$ cat config.mk
export PLATFORM = sky130hd
export DESIGN_NAME = modular_exponentiation_flat
export DESIGN_NICKNAME = d
export VERILOG_FILES = /design/src/rtl/mex_pkg.sv /design/src/rtl/mex_if.sv /design/src/rtl/modular_exponentiation.sv /design/src/rtl/mex_modmul.sv /design/src/rtl/mex_seq.sv /design/src/flat_wrapper.sv
export SDC_FILE = /design/constraint.sdc
export NUM_CORES = 1
export LEC_CHECK = 0
export BUFFER_PORTS_ARGS = -buffer_cell sky130_fd_sc_hd__buf_2
export CAP_MARGIN = 0
export CORE_MARGIN = 4
export CORE_UTILIZATION = 50
export DETAILED_ROUTE_END_ITERATION = 10
export GPL_TIMING_DRIVEN = 1
export PLACE_DENSITY = 0.72
export SLEW_MARGIN = 20
export SYNTH_ARGS = -nofsm -noshare
export SYNTH_HDL_FRONTEND = slang
export SYNTH_SLANG_ARGS = --single-unit
$ cat constraint.sdc
create_clock -name clk -period 5 [get_ports clk]
set_input_delay 1 -clock clk [delete_from_list [all_inputs] [get_ports clk]]
set_output_delay 1 -clock clk [all_outputs]
set_load 0.1 [all_outputs]
$ cat src/rtl/mex_pkg.sv
// shared types, codes and control store for the modular exponentiation block
package mex_pkg;

    // fixed widths of the request fields
    localparam int BASE_W = 63;
    localparam int EXP_W  = 63;

    // control store addressing
    localparam int UPC_W = 4;

    // multiplier operand setup codes
    localparam logic [1:0] SET_NONE = 2'd0;
    localparam logic [1:0] SET_RED  = 2'd1;
    localparam logic [1:0] SET_AB   = 2'd2;
    localparam logic [1:0] SET_BB   = 2'd3;

    // jump condition codes
    localparam logic [2:0] JC_NEXT     = 3'd0;
    localparam logic [2:0] JC_ALWAYS   = 3'd1;
    localparam logic [2:0] JC_NO_REQ   = 3'd2;
    localparam logic [2:0] JC_MUL_MORE = 3'd3;
    localparam logic [2:0] JC_E_ZERO   = 3'd4;
    localparam logic [2:0] JC_E_EVEN   = 3'd5;
    localparam logic [2:0] JC_OUT_BUSY = 3'd6;

    // control store addresses
    localparam logic [UPC_W-1:0] UA_IDLE      = 4'd0;
    localparam logic [UPC_W-1:0] UA_RED_SETUP = 4'd1;
    localparam logic [UPC_W-1:0] UA_RED_LOOP  = 4'd2;
    localparam logic [UPC_W-1:0] UA_RED_STORE = 4'd3;
    localparam logic [UPC_W-1:0] UA_TEST_ZERO = 4'd4;
    localparam logic [UPC_W-1:0] UA_TEST_BIT  = 4'd5;
    localparam logic [UPC_W-1:0] UA_MUL_SETUP = 4'd6;
    localparam logic [UPC_W-1:0] UA_MUL_LOOP  = 4'd7;
    localparam logic [UPC_W-1:0] UA_MUL_STORE = 4'd8;
    localparam logic [UPC_W-1:0] UA_SQR_SETUP = 4'd9;
    localparam logic [UPC_W-1:0] UA_SQR_LOOP  = 4'd10;
    localparam logic [UPC_W-1:0] UA_SQR_STORE = 4'd11;
    localparam logic [UPC_W-1:0] UA_EMIT      = 4'd12;
    localparam logic [UPC_W-1:0] UA_RETURN    = 4'd13;

    // one control word
    typedef struct packed {
        logic             accept;
        logic [1:0]       setup;
        logic             mul_step;
        logic             wr_a;
        logic             wr_b;
        logic             shift_e;
        logic             emit;
        logic [2:0]       jcond;
        logic [UPC_W-1:0] target;
    } mex_uword_t;

    // datapath status seen by the sequencer
    typedef struct packed {
        logic req_valid;
        logic mul_more;
        logic e_zero;
        logic e_lsb;
        logic out_busy;
    } mex_stat_t;

    // microprogram: base reduction, then right-to-left square and multiply
    function automatic mex_uword_t ucode(input logic [UPC_W-1:0] upc);
        mex_uword_t w;
        w = '0;
        w.jcond  = JC_NEXT;
        w.target = UA_IDLE;
        unique case (upc)
            UA_IDLE:
            begin
                w.accept = 1'b1;
                w.jcond  = JC_NO_REQ;
                w.target = UA_IDLE;
            end
            UA_RED_SETUP:
            begin
                w.setup = SET_RED;
            end
            UA_RED_LOOP:
            begin
                w.mul_step = 1'b1;
                w.jcond    = JC_MUL_MORE;
                w.target   = UA_RED_LOOP;
            end
            UA_RED_STORE:
            begin
                w.wr_b = 1'b1;
            end
            UA_TEST_ZERO:
            begin
                w.jcond  = JC_E_ZERO;
                w.target = UA_EMIT;
            end
            UA_TEST_BIT:
            begin
                w.jcond  = JC_E_EVEN;
                w.target = UA_SQR_SETUP;
            end
            UA_MUL_SETUP:
            begin
                w.setup = SET_AB;
            end
            UA_MUL_LOOP:
            begin
                w.mul_step = 1'b1;
                w.jcond    = JC_MUL_MORE;
                w.target   = UA_MUL_LOOP;
            end
            UA_MUL_STORE:
            begin
                w.wr_a = 1'b1;
            end
            UA_SQR_SETUP:
            begin
                w.setup = SET_BB;
            end
            UA_SQR_LOOP:
            begin
                w.mul_step = 1'b1;
                w.jcond    = JC_MUL_MORE;
                w.target   = UA_SQR_LOOP;
            end
            UA_SQR_STORE:
            begin
                w.wr_b    = 1'b1;
                w.shift_e = 1'b1;
                w.jcond   = JC_ALWAYS;
                w.target  = UA_TEST_ZERO;
            end
            UA_EMIT:
            begin
                w.emit   = 1'b1;
                w.jcond  = JC_OUT_BUSY;
                w.target = UA_EMIT;
            end
            UA_RETURN:
            begin
                w.jcond  = JC_ALWAYS;
                w.target = UA_IDLE;
            end
            default:
            begin
                w.jcond  = JC_ALWAYS;
                w.target = UA_IDLE;
            end
        endcase
        return w;
    endfunction

endpackage

$ cat src/rtl/mex_if.sv
// request and response channel interfaces
interface mex_req_if;
    logic                        valid;
    logic                        ready;
    logic                        kind;
    logic [mex_pkg::BASE_W-1:0]  base;
    logic [mex_pkg::EXP_W-1:0]   exponent;

    modport source (output valid, output kind, output base, output exponent, input ready);
    modport sink (input valid, input kind, input base, input exponent, output ready);
endinterface

interface mex_rsp_if #(
    parameter int MOD_BITS = 32
);
    logic                valid;
    logic                ready;
    logic [MOD_BITS-1:0] result;

    modport source (output valid, output result, input ready);
    modport sink (input valid, input result, output ready);
endinterface

$ cat src/rtl/modular_exponentiation.sv
// top level: modular exponentiation with fermat inverse mode
// sequence: base reduction, then a squaring for each exponent bit up to the highest set one,
//   plus a multiply before the squaring for each set bit
// throughput: one request at a time, the next accepted once the sequencer is back in idle
//   after the result is registered; set by the one bit-serial modular multiplier, one bit per cycle
// reset: sequencer idle, response register empty, modulus register back to 1
module modular_exponentiation #(
    parameter int MOD_BITS = 32,
    parameter int EXP_BITS = 63
) (
    input  logic                clk,
    input  logic                rst_n,
    input  logic                cfg_we,
    input  logic [MOD_BITS-1:0] cfg_wdata,
    mex_req_if.sink             req,
    mex_rsp_if.source           rsp
);

    localparam int Y_W    = (MOD_BITS > mex_pkg::BASE_W) ? MOD_BITS : mex_pkg::BASE_W;
    localparam int CNT_W  = $clog2(Y_W + 1);
    localparam int SH_B   = Y_W - mex_pkg::BASE_W;
    localparam int SH_M   = Y_W - MOD_BITS;
    localparam logic [mex_pkg::EXP_W-1:0] EXP_MASK = (EXP_BITS >= mex_pkg::EXP_W) ?
        {mex_pkg::EXP_W{1'b1}} : mex_pkg::EXP_W'((64'd1 << EXP_BITS) - 64'd1);

    mex_pkg::mex_uword_t uword;
    mex_pkg::mex_stat_t  stat;

    logic [MOD_BITS-1:0]        modulus_reg;
    logic [MOD_BITS-1:0]        a_reg;
    logic [MOD_BITS-1:0]        b_reg;
    logic [Y_W-1:0]             e_reg;
    logic [mex_pkg::BASE_W-1:0] base_reg;
    logic                       rsp_valid_reg;
    logic [MOD_BITS-1:0]        result_reg;

    logic [MOD_BITS-1:0] m_eff;
    logic                req_fire;
    logic                out_busy;
    logic                emit_fire;
    logic                mul_load;
    logic [MOD_BITS-1:0] mul_x;
    logic [Y_W-1:0]      mul_y;
    logic [CNT_W-1:0]    mul_len;
    logic [MOD_BITS-1:0] prod;
    logic                mul_more;

    // control
    mex_seq u_seq (
        .clk   (clk),
        .rst_n (rst_n),
        .stat  (stat),
        .uword (uword)
    );

    assign req_fire  = uword.accept && req.valid;
    assign out_busy  = rsp_valid_reg && !rsp.ready;
    assign emit_fire = uword.emit && !out_busy;
    assign req.ready = uword.accept;

    // a zero modulus acts as one
    assign m_eff = (modulus_reg == '0) ? MOD_BITS'(1) : modulus_reg;

    // status back to the sequencer
    always_comb
    begin
        stat.req_valid = req.valid;
        stat.mul_more  = mul_more;
        stat.e_zero    = (e_reg == '0);
        stat.e_lsb     = e_reg[0];
        stat.out_busy  = out_busy;
    end

    // modulus register
    always_ff @(posedge clk or negedge rst_n)
    begin
        if (!rst_n)
        begin
            modulus_reg <= MOD_BITS'(1);
        end
        else if (cfg_we)
        begin
            modulus_reg <= cfg_wdata;
        end
    end

    // multiplier operand selection
    always_comb
    begin
        mul_load = (uword.setup != mex_pkg::SET_NONE);
        case (uword.setup)
            mex_pkg::SET_RED:
            begin
                mul_x   = (m_eff == MOD_BITS'(1)) ? '0 : MOD_BITS'(1);
                mul_y   = Y_W'(base_reg) << SH_B;
                mul_len = CNT_W'(mex_pkg::BASE_W);
            end
            mex_pkg::SET_AB:
            begin
                mul_x   = a_reg;
                mul_y   = Y_W'(b_reg) << SH_M;
                mul_len = CNT_W'(MOD_BITS);
            end
            default:
            begin
                mul_x   = b_reg;
                mul_y   = Y_W'(b_reg) << SH_M;
                mul_len = CNT_W'(MOD_BITS);
            end
        endcase
    end

    mex_modmul #(
        .MOD_BITS (MOD_BITS),
        .Y_W      (Y_W),
        .CNT_W    (CNT_W)
    ) u_modmul (
        .clk    (clk),
        .rst_n  (rst_n),
        .load   (mul_load),
        .step   (uword.mul_step),
        .x_in   (mul_x),
        .y_in   (mul_y),
        .len_in (mul_len),
        .m      (m_eff),
        .prod   (prod),
        .more   (mul_more)
    );

    // accumulator, running square and exponent registers
    always_ff @(posedge clk)
    begin
        if (req_fire)
        begin
            a_reg    <= MOD_BITS'(1);
            base_reg <= req.base;
            if (req.kind)
            begin
                if (modulus_reg < MOD_BITS'(2))
                begin
                    e_reg <= '0;
                end
                else
                begin
                    e_reg <= Y_W'(modulus_reg - MOD_BITS'(2));
                end
            end
            else
            begin
                e_reg <= Y_W'(req.exponent & EXP_MASK);
            end
        end
        else
        begin
            if (uword.wr_a)
            begin
                a_reg <= prod;
            end
            if (uword.wr_b)
            begin
                b_reg <= prod;
            end
            if (uword.shift_e)
            begin
                e_reg <= e_reg >> 1;
            end
        end
    end

    // response register
    always_ff @(posedge clk or negedge rst_n)
    begin
        if (!rst_n)
        begin
            rsp_valid_reg <= 1'b0;
        end
        else if (emit_fire)
        begin
            rsp_valid_reg <= 1'b1;
        end
        else if (rsp.ready)
        begin
            rsp_valid_reg <= 1'b0;
        end
    end

    always_ff @(posedge clk)
    begin
        if (emit_fire)
        begin
            result_reg <= a_reg;
        end
    end

    assign rsp.valid  = rsp_valid_reg;
    assign rsp.result = result_reg;

    // the accumulator stays reduced after each multiply
    a_acc_reduced: assert property (@(posedge clk) disable iff (!rst_n)
        uword.wr_a |=> a_reg < m_eff)
        else $error("accumulator not below modulus");

    // a result leaves only once every exponent bit is used
    a_emit_done: assert property (@(posedge clk) disable iff (!rst_n)
        emit_fire |-> e_reg == '0)
        else $error("result emitted with exponent bits left");

    // a waiting response holds its value
    a_rsp_stable: assert property (@(posedge clk) disable iff (!rst_n)
        rsp.valid && !rsp.ready |=> rsp.valid && $stable(rsp.result))
        else $error("response changed while stalled");

endmodule

$ cat src/rtl/mex_modmul.sv
// bit-serial shift-add modular multiplier, one multiplier bit per cycle while step is asserted
module mex_modmul #(
    parameter int MOD_BITS = 32,
    parameter int Y_W      = 64,
    parameter int CNT_W    = 7
) (
    input  logic                clk,
    input  logic                rst_n,
    input  logic                load,
    input  logic                step,
    input  logic [MOD_BITS-1:0] x_in,
    input  logic [Y_W-1:0]      y_in,
    input  logic [CNT_W-1:0]    len_in,
    input  logic [MOD_BITS-1:0] m,
    output logic [MOD_BITS-1:0] prod,
    output logic                more
);

    localparam int S_W = MOD_BITS + 2;

    logic [MOD_BITS-1:0] x_reg;
    logic [Y_W-1:0]      y_reg;
    logic [MOD_BITS-1:0] p_reg;
    logic [CNT_W-1:0]    cnt_reg;

    logic [S_W-1:0] sum;
    logic [S_W-1:0] m1;
    logic [S_W-1:0] m2;
    logic [S_W-1:0] red;

    // double the partial, add the multiplicand on a set bit, fold back below m
    always_comb
    begin
        m1  = S_W'(m);
        m2  = S_W'({m, 1'b0});
        sum = S_W'({p_reg, 1'b0}) + S_W'(y_reg[Y_W-1] ? x_reg : '0);
        if (sum >= m2)
        begin
            red = sum - m2;
        end
        else if (sum >= m1)
        begin
            red = sum - m1;
        end
        else
        begin
            red = sum;
        end
    end

    // operand and partial registers
    always_ff @(posedge clk)
    begin
        if (load)
        begin
            x_reg   <= x_in;
            y_reg   <= y_in;
            p_reg   <= '0;
            cnt_reg <= len_in;
        end
        else if (step)
        begin
            p_reg   <= red[MOD_BITS-1:0];
            y_reg   <= y_reg << 1;
            cnt_reg <= cnt_reg - CNT_W'(1);
        end
    end

    assign prod = p_reg;
    assign more = (cnt_reg != CNT_W'(1));

    // a step never runs past the last multiplier bit
    a_step_count: assert property (@(posedge clk) disable iff (!rst_n)
        step |-> cnt_reg != '0)
        else $error("multiplier step with empty bit count");

    // every step leaves the partial reduced
    a_partial_reduced: assert property (@(posedge clk) disable iff (!rst_n)
        step |=> p_reg < $past(m))
        else $error("multiplier partial not below modulus");

endmodule

$ cat src/rtl/mex_seq.sv
// microcode sequencer: step counter, control store lookup and conditional jumps
module mex_seq (
    input  logic               clk,
    input  logic               rst_n,
    input  mex_pkg::mex_stat_t stat,
    output mex_pkg::mex_uword_t uword
);

    logic [mex_pkg::UPC_W-1:0] upc_reg;
    logic [mex_pkg::UPC_W-1:0] upc_next;
    logic                      take;

    // control word for the current step
    assign uword = mex_pkg::ucode(upc_reg);

    // jump condition decode
    always_comb
    begin
        unique case (uword.jcond)
            mex_pkg::JC_NEXT:     take = 1'b0;
            mex_pkg::JC_ALWAYS:   take = 1'b1;
            mex_pkg::JC_NO_REQ:   take = !stat.req_valid;
            mex_pkg::JC_MUL_MORE: take = stat.mul_more;
            mex_pkg::JC_E_ZERO:   take = stat.e_zero;
            mex_pkg::JC_E_EVEN:   take = !stat.e_lsb;
            mex_pkg::JC_OUT_BUSY: take = stat.out_busy;
            default:              take = 1'b0;
        endcase
        upc_next = take ? uword.target : upc_reg + mex_pkg::UPC_W'(1);
    end

    // step counter
    always_ff @(posedge clk or negedge rst_n)
    begin
        if (!rst_n)
        begin
            upc_reg <= mex_pkg::UA_IDLE;
        end
        else
        begin
            upc_reg <= upc_next;
        end
    end

endmodule
$ cat src/flat_wrapper.sv
// flat-port wrapper written by rule: the top's interface ports become plain ports
module modular_exponentiation_flat 
#(
    parameter int MOD_BITS = 32,
    parameter int EXP_BITS = 63
)
  (clk, rst_n, cfg_we, cfg_wdata, req_valid, req_kind, req_base, req_exponent, req_ready, rsp_valid, rsp_result, rsp_ready);
  mex_req_if req_i ();
  mex_rsp_if #(.MOD_BITS(MOD_BITS)) rsp_i ();
  input  logic clk;
  input  logic rst_n;
  input  logic cfg_we;
  input  logic [MOD_BITS-1:0] cfg_wdata;
  input wire logic [$bits(req_i.valid)-1:0] req_valid;
  input wire logic [$bits(req_i.kind)-1:0] req_kind;
  input wire logic [$bits(req_i.base)-1:0] req_base;
  input wire logic [$bits(req_i.exponent)-1:0] req_exponent;
  output wire logic [$bits(req_i.ready)-1:0] req_ready;
  output wire logic [$bits(rsp_i.valid)-1:0] rsp_valid;
  output wire logic [$bits(rsp_i.result)-1:0] rsp_result;
  input wire logic [$bits(rsp_i.ready)-1:0] rsp_ready;
  assign req_i.valid = req_valid;
  assign req_i.kind = req_kind;
  assign req_i.base = req_base;
  assign req_i.exponent = req_exponent;
  assign req_ready = req_i.ready;
  assign rsp_valid = rsp_i.valid;
  assign rsp_result = rsp_i.result;
  assign rsp_i.ready = rsp_ready;
  modular_exponentiation #(.MOD_BITS(MOD_BITS), .EXP_BITS(EXP_BITS)) u_core (.clk(clk), .rst_n(rst_n), .cfg_we(cfg_we), .cfg_wdata(cfg_wdata), .req(req_i), .rsp(rsp_i));
endmodule
==> metrics.md <==
| Metric | Value |
|---|---|
| Unrepaired setup endpoints after global routing | true |
| Antenna violations before repair | 0 |
| Root Driver | sky130_fd_sc_hd__clkbuf_16 |
| Leading cell types in the layout, fill and taps excluded | sky130_fd_sc_hd__edfxtp_1 (291), sky130_fd_sc_hd__nand2_1 (210), sky130_fd_sc_hd__buf_2 (198) |
| Worst Min Path Start | u_core.a_reg[14] |
| Portion of the post-synthesis area used by sequential elements | 50.0% |
| Critical path's slowest cell | sky130_fd_sc_hd__or4_4 |
| Worst-path maximum fanout | 7 |
| Longest individual stage delay on the worst path | 0.45 ns |
| Hold WC Path Type | flop to flop |
| Violated checks | setup timing |
| Leakage power figure | 10.9 nW |
| Topmost layer with routed signal wires | met4 |
| Kind of launch point of the worst setup path | flop |
| Clock slew at reported path FFs | 0.06 ns |
| Wire length the detailed router placed on met1 | 24700 um |
| Number of antenna-violating nets in the routed design | 0 |
| Count of TritonRoute iterations in the first routing pass | 7 |
| Setup tns final | -0.762 ns |
| Proportion of synthesized flip-flops having asynchronous set or reset | 9.44% |
| Clock net sink count | 392 |
| Final GP Congestion | 0.934 |
| Worst reg2reg setup slack | -0.11 ns |
| Worst EP required | 5.44 ns |
| Worst EP arrival | 5.54 ns |
| Power per Cell Area | 643 mW/mm^2 |
| Fillcell total | 3543 |
| DRC violation total after the first TritonRoute iteration | 1454 |
| Most used flip-flop cell after synthesis | sky130_fd_sc_hd__edfxtp_1 |
| Number of synthesized flops with an enable pin | 291 |
| Avg WL per Cell | 19.4 um |
| Worst Setup End Kind | flop |
| Most frequent standard cell in the layout excluding fill and tap cells | sky130_fd_sc_hd__edfxtp_1 |
| Count of mapped cells out of synthesis | 2125 |
| Floorplan die height | 217 um |
| Worst Max-Slew Pin Slew | 1.08 ns |
| # rows | 76 |
| I/O pin cnt | 198 |
| Vias in the first global route | 17500 |
| Peak supply drop | 0.432 mV |
| Area grow syn2layout | 22.6% |
| Avg Synthesized Cell Area | 10.3 um^2 |
| Post-synth cell types | 92 |
| Cell area after placement | 0.0246 mm^2 |
| Met3 WL post-DR | 2760 um |
| Worst slew slack as a fraction of its limit | 27.8% |
| Die outline width | 217 um |
| DRC violation count after routing | 0 |
| Sum of net half-perimeters after detailed placement | 43000 um |
| Number of nets in the layout | 2736 |
| Maximum level of the CTS H-tree | 2 |
| Number of buffers between clock root and the deepest sink | 3 |
| Effective utilization at floorplan | 50.7% |
| Area of the die | 0.0472 mm^2 |
| Type of the worst setup path | flop to flop |
| Syn. warnings | 0 |
| Largest net degree at the start of global routing | 98 |
| Reg-to-reg startpoint | u_core.modulus_reg[6] |
| Overflow left after global routing | 0 |
| Overall track demand over capacity in global routing | 24.4% |
| Port buffer count | 197 |
| Total CTS buffers | 42 |
| Slew Limit Fails | 0 |
| Start point of the critical path | u_core.modulus_reg[6] |
| Average vias per placed instance | 5.70 |
| Post-synth net total | 2397 |
| Cell chain of the critical path | or3_4, or4_4, nor2b_4, nand2_2, nor4_4, nand4_4, nand2b_4, ha_1, inv_1, fa_1, a21o_1, a221oi_2, a21oi_2, nor4_4, o31a_1, a41o_1, and3b_2, buf_12, mux2_4, o21ai_1, o21ai_1 |
| # hold bufs at CTS | 0 |
| Insertion delay to the later sink of the worst-skew pair | 0.57 ns |
| Final worst hold slack | 0.469 ns |
| Final setup slack of the worst path | -0.107 ns |
| Number of hold violations in the final report | 0 |
| Global-route wire length before repair | 92500 um |
| Shortest clock period the worst path allows after layout | 5.11 ns |
| Share of cells above drive strength 1 | 27.8% |
| # setup viols final | 19 |
| Period utilisation layout | 102% |
| Met2 Wirelength | 30500 um |
| Placeable Area | 0.0432 mm^2 |
| Max-cap check violation count | 0 |
| CTS tree | done |
| Setup skew after layout | 0.0217 ns |
| Final antenna diode count | 0 |
| Post-route cell area | 0.0269 mm^2 |
| Run status | finished with violations |
| Flip-flop and latch count after synthesis | 392 |
| Via Count | 17600 |
| Post-detailed-routing wire length | 59800 um |
| Max frequency | 0.196 GHz |
| Post-synth design cell area | 0.0219 mm^2 |
## final timing paths
path | endpoint | depth (start not counted)
worst max-delay path | u_core.u_modmul.prod[1] | 21
worst min-delay path | u_core.rsp.result[14] | 0
worst max register to register | u_core.u_modmul.prod[1] | 21
worst min register to register | u_core.rsp.result[14] | 0
max in group asynchronous | u_core.modulus_reg[2] | 1
min in group asynchronous | u_core.modulus_reg[28] | 1
## Yosys cell counts, drive strengths merged, types with 20 or more instances
| cell | number | area [um^2] |
|---|---|---|
| nand2 | 215 | 815 |
| nor2 | 201 | 848 |
| nor3 | 20 | 105 |
| mux2i | 49 | 490 |
| edfxtp | 291 | 8740 |
| dfrtp | 36 | 901 |
| xnor2 | 74 | 656 |
| dfxtp | 64 | 1280 |
| a22o | 30 | 263 |
| and2 | 35 | 219 |
| a21o | 35 | 263 |
| inv | 104 | 390 |
| nand4 | 20 | 131 |
| a221oi | 34 | 385 |
| clkbuf | 68 | 256 |
| a21oi | 175 | 1010 |
| ha | 105 | 1310 |
| o21ai | 187 | 940 |
| buf | 30 | 198 |
| nor4 | 28 | 218 |
| nand3 | 67 | 335 |
| xor2 | 37 | 324 |
## routing by layer
metal	vias to the layer above	global-route usage, %
li1	8440	-
met1	8517	31.2
met2	499	42.8
met3	118	3.36
met4	0	8.08
met5	-	0
## timing repair
| item | 4_1_cts | 5_1_grt |
|---|---|---|
| gates resized for setup | 83 | 86 |
| buffers inserted | 10 | 10 |
| gates cloned | 2 | 1 |
| endpoints found under the setup margin | 32 | 32 |
| pin swaps | 41 | 39 |
## layout make-up
type | instances | area, um^2 | area share [%]
clock buffers | 56 | 1130 | 4.22
flip-flops and latches | 392 | 10900 | 40.7
inverters | 105 | 399 | 1.49
multi-input cells | 1530 | 10900 | 40.6
well taps | 585 | 732 | 2.72
repair buffers | 393 | 2560 | 9.54
clock inverters | 21 | 193 | 0.717
## kinds of logic after synthesis
logic type                 share of synthesized area [%]
AOI/OAI and AO/OA                                   17.8
muxes                                               3.15
xor gates and xnor gates                            4.47
buffers and inverters                               3.87
adders and majority gates                           6.27
DFF                                                 50.0
and+or+nand+nor                                     14.4
## report_power, final
group          switching [W]  total [W]  internal (W)  leakage, nW
Combinational        0.00534     0.0103       0.00492         6.50
Clock                0.00129    0.00304       0.00175        0.643
Sequential          0.000233    0.00396       0.00372         3.74
## per-stage QoR
stage	util [%]	power (W)	setup WS [ns]	std cells
after floorplan	-	0.00978	0.00147	2125
after global placement	56.9	0.0126	-0.205	2982
after detailed placement	57.0	0.0128	-0.360	2983
after CTS	61.1	0.0164	-0.0543	3072
after global routing	62.2	0.0183	-0.303	3082
final	62.2	0.0173	-0.107	3082
## critical path, delay by kind of cell (launching register included)
kind,cells,cell delay (ns)
mux,1,0.30
buf+inv,2,0.22
compound gates,7,1.29
fa+ha+maj,2,0.53
flops,1,0.39
simple gates,9,2.24
No activity file was read; power rests on OpenSTA's default activity.
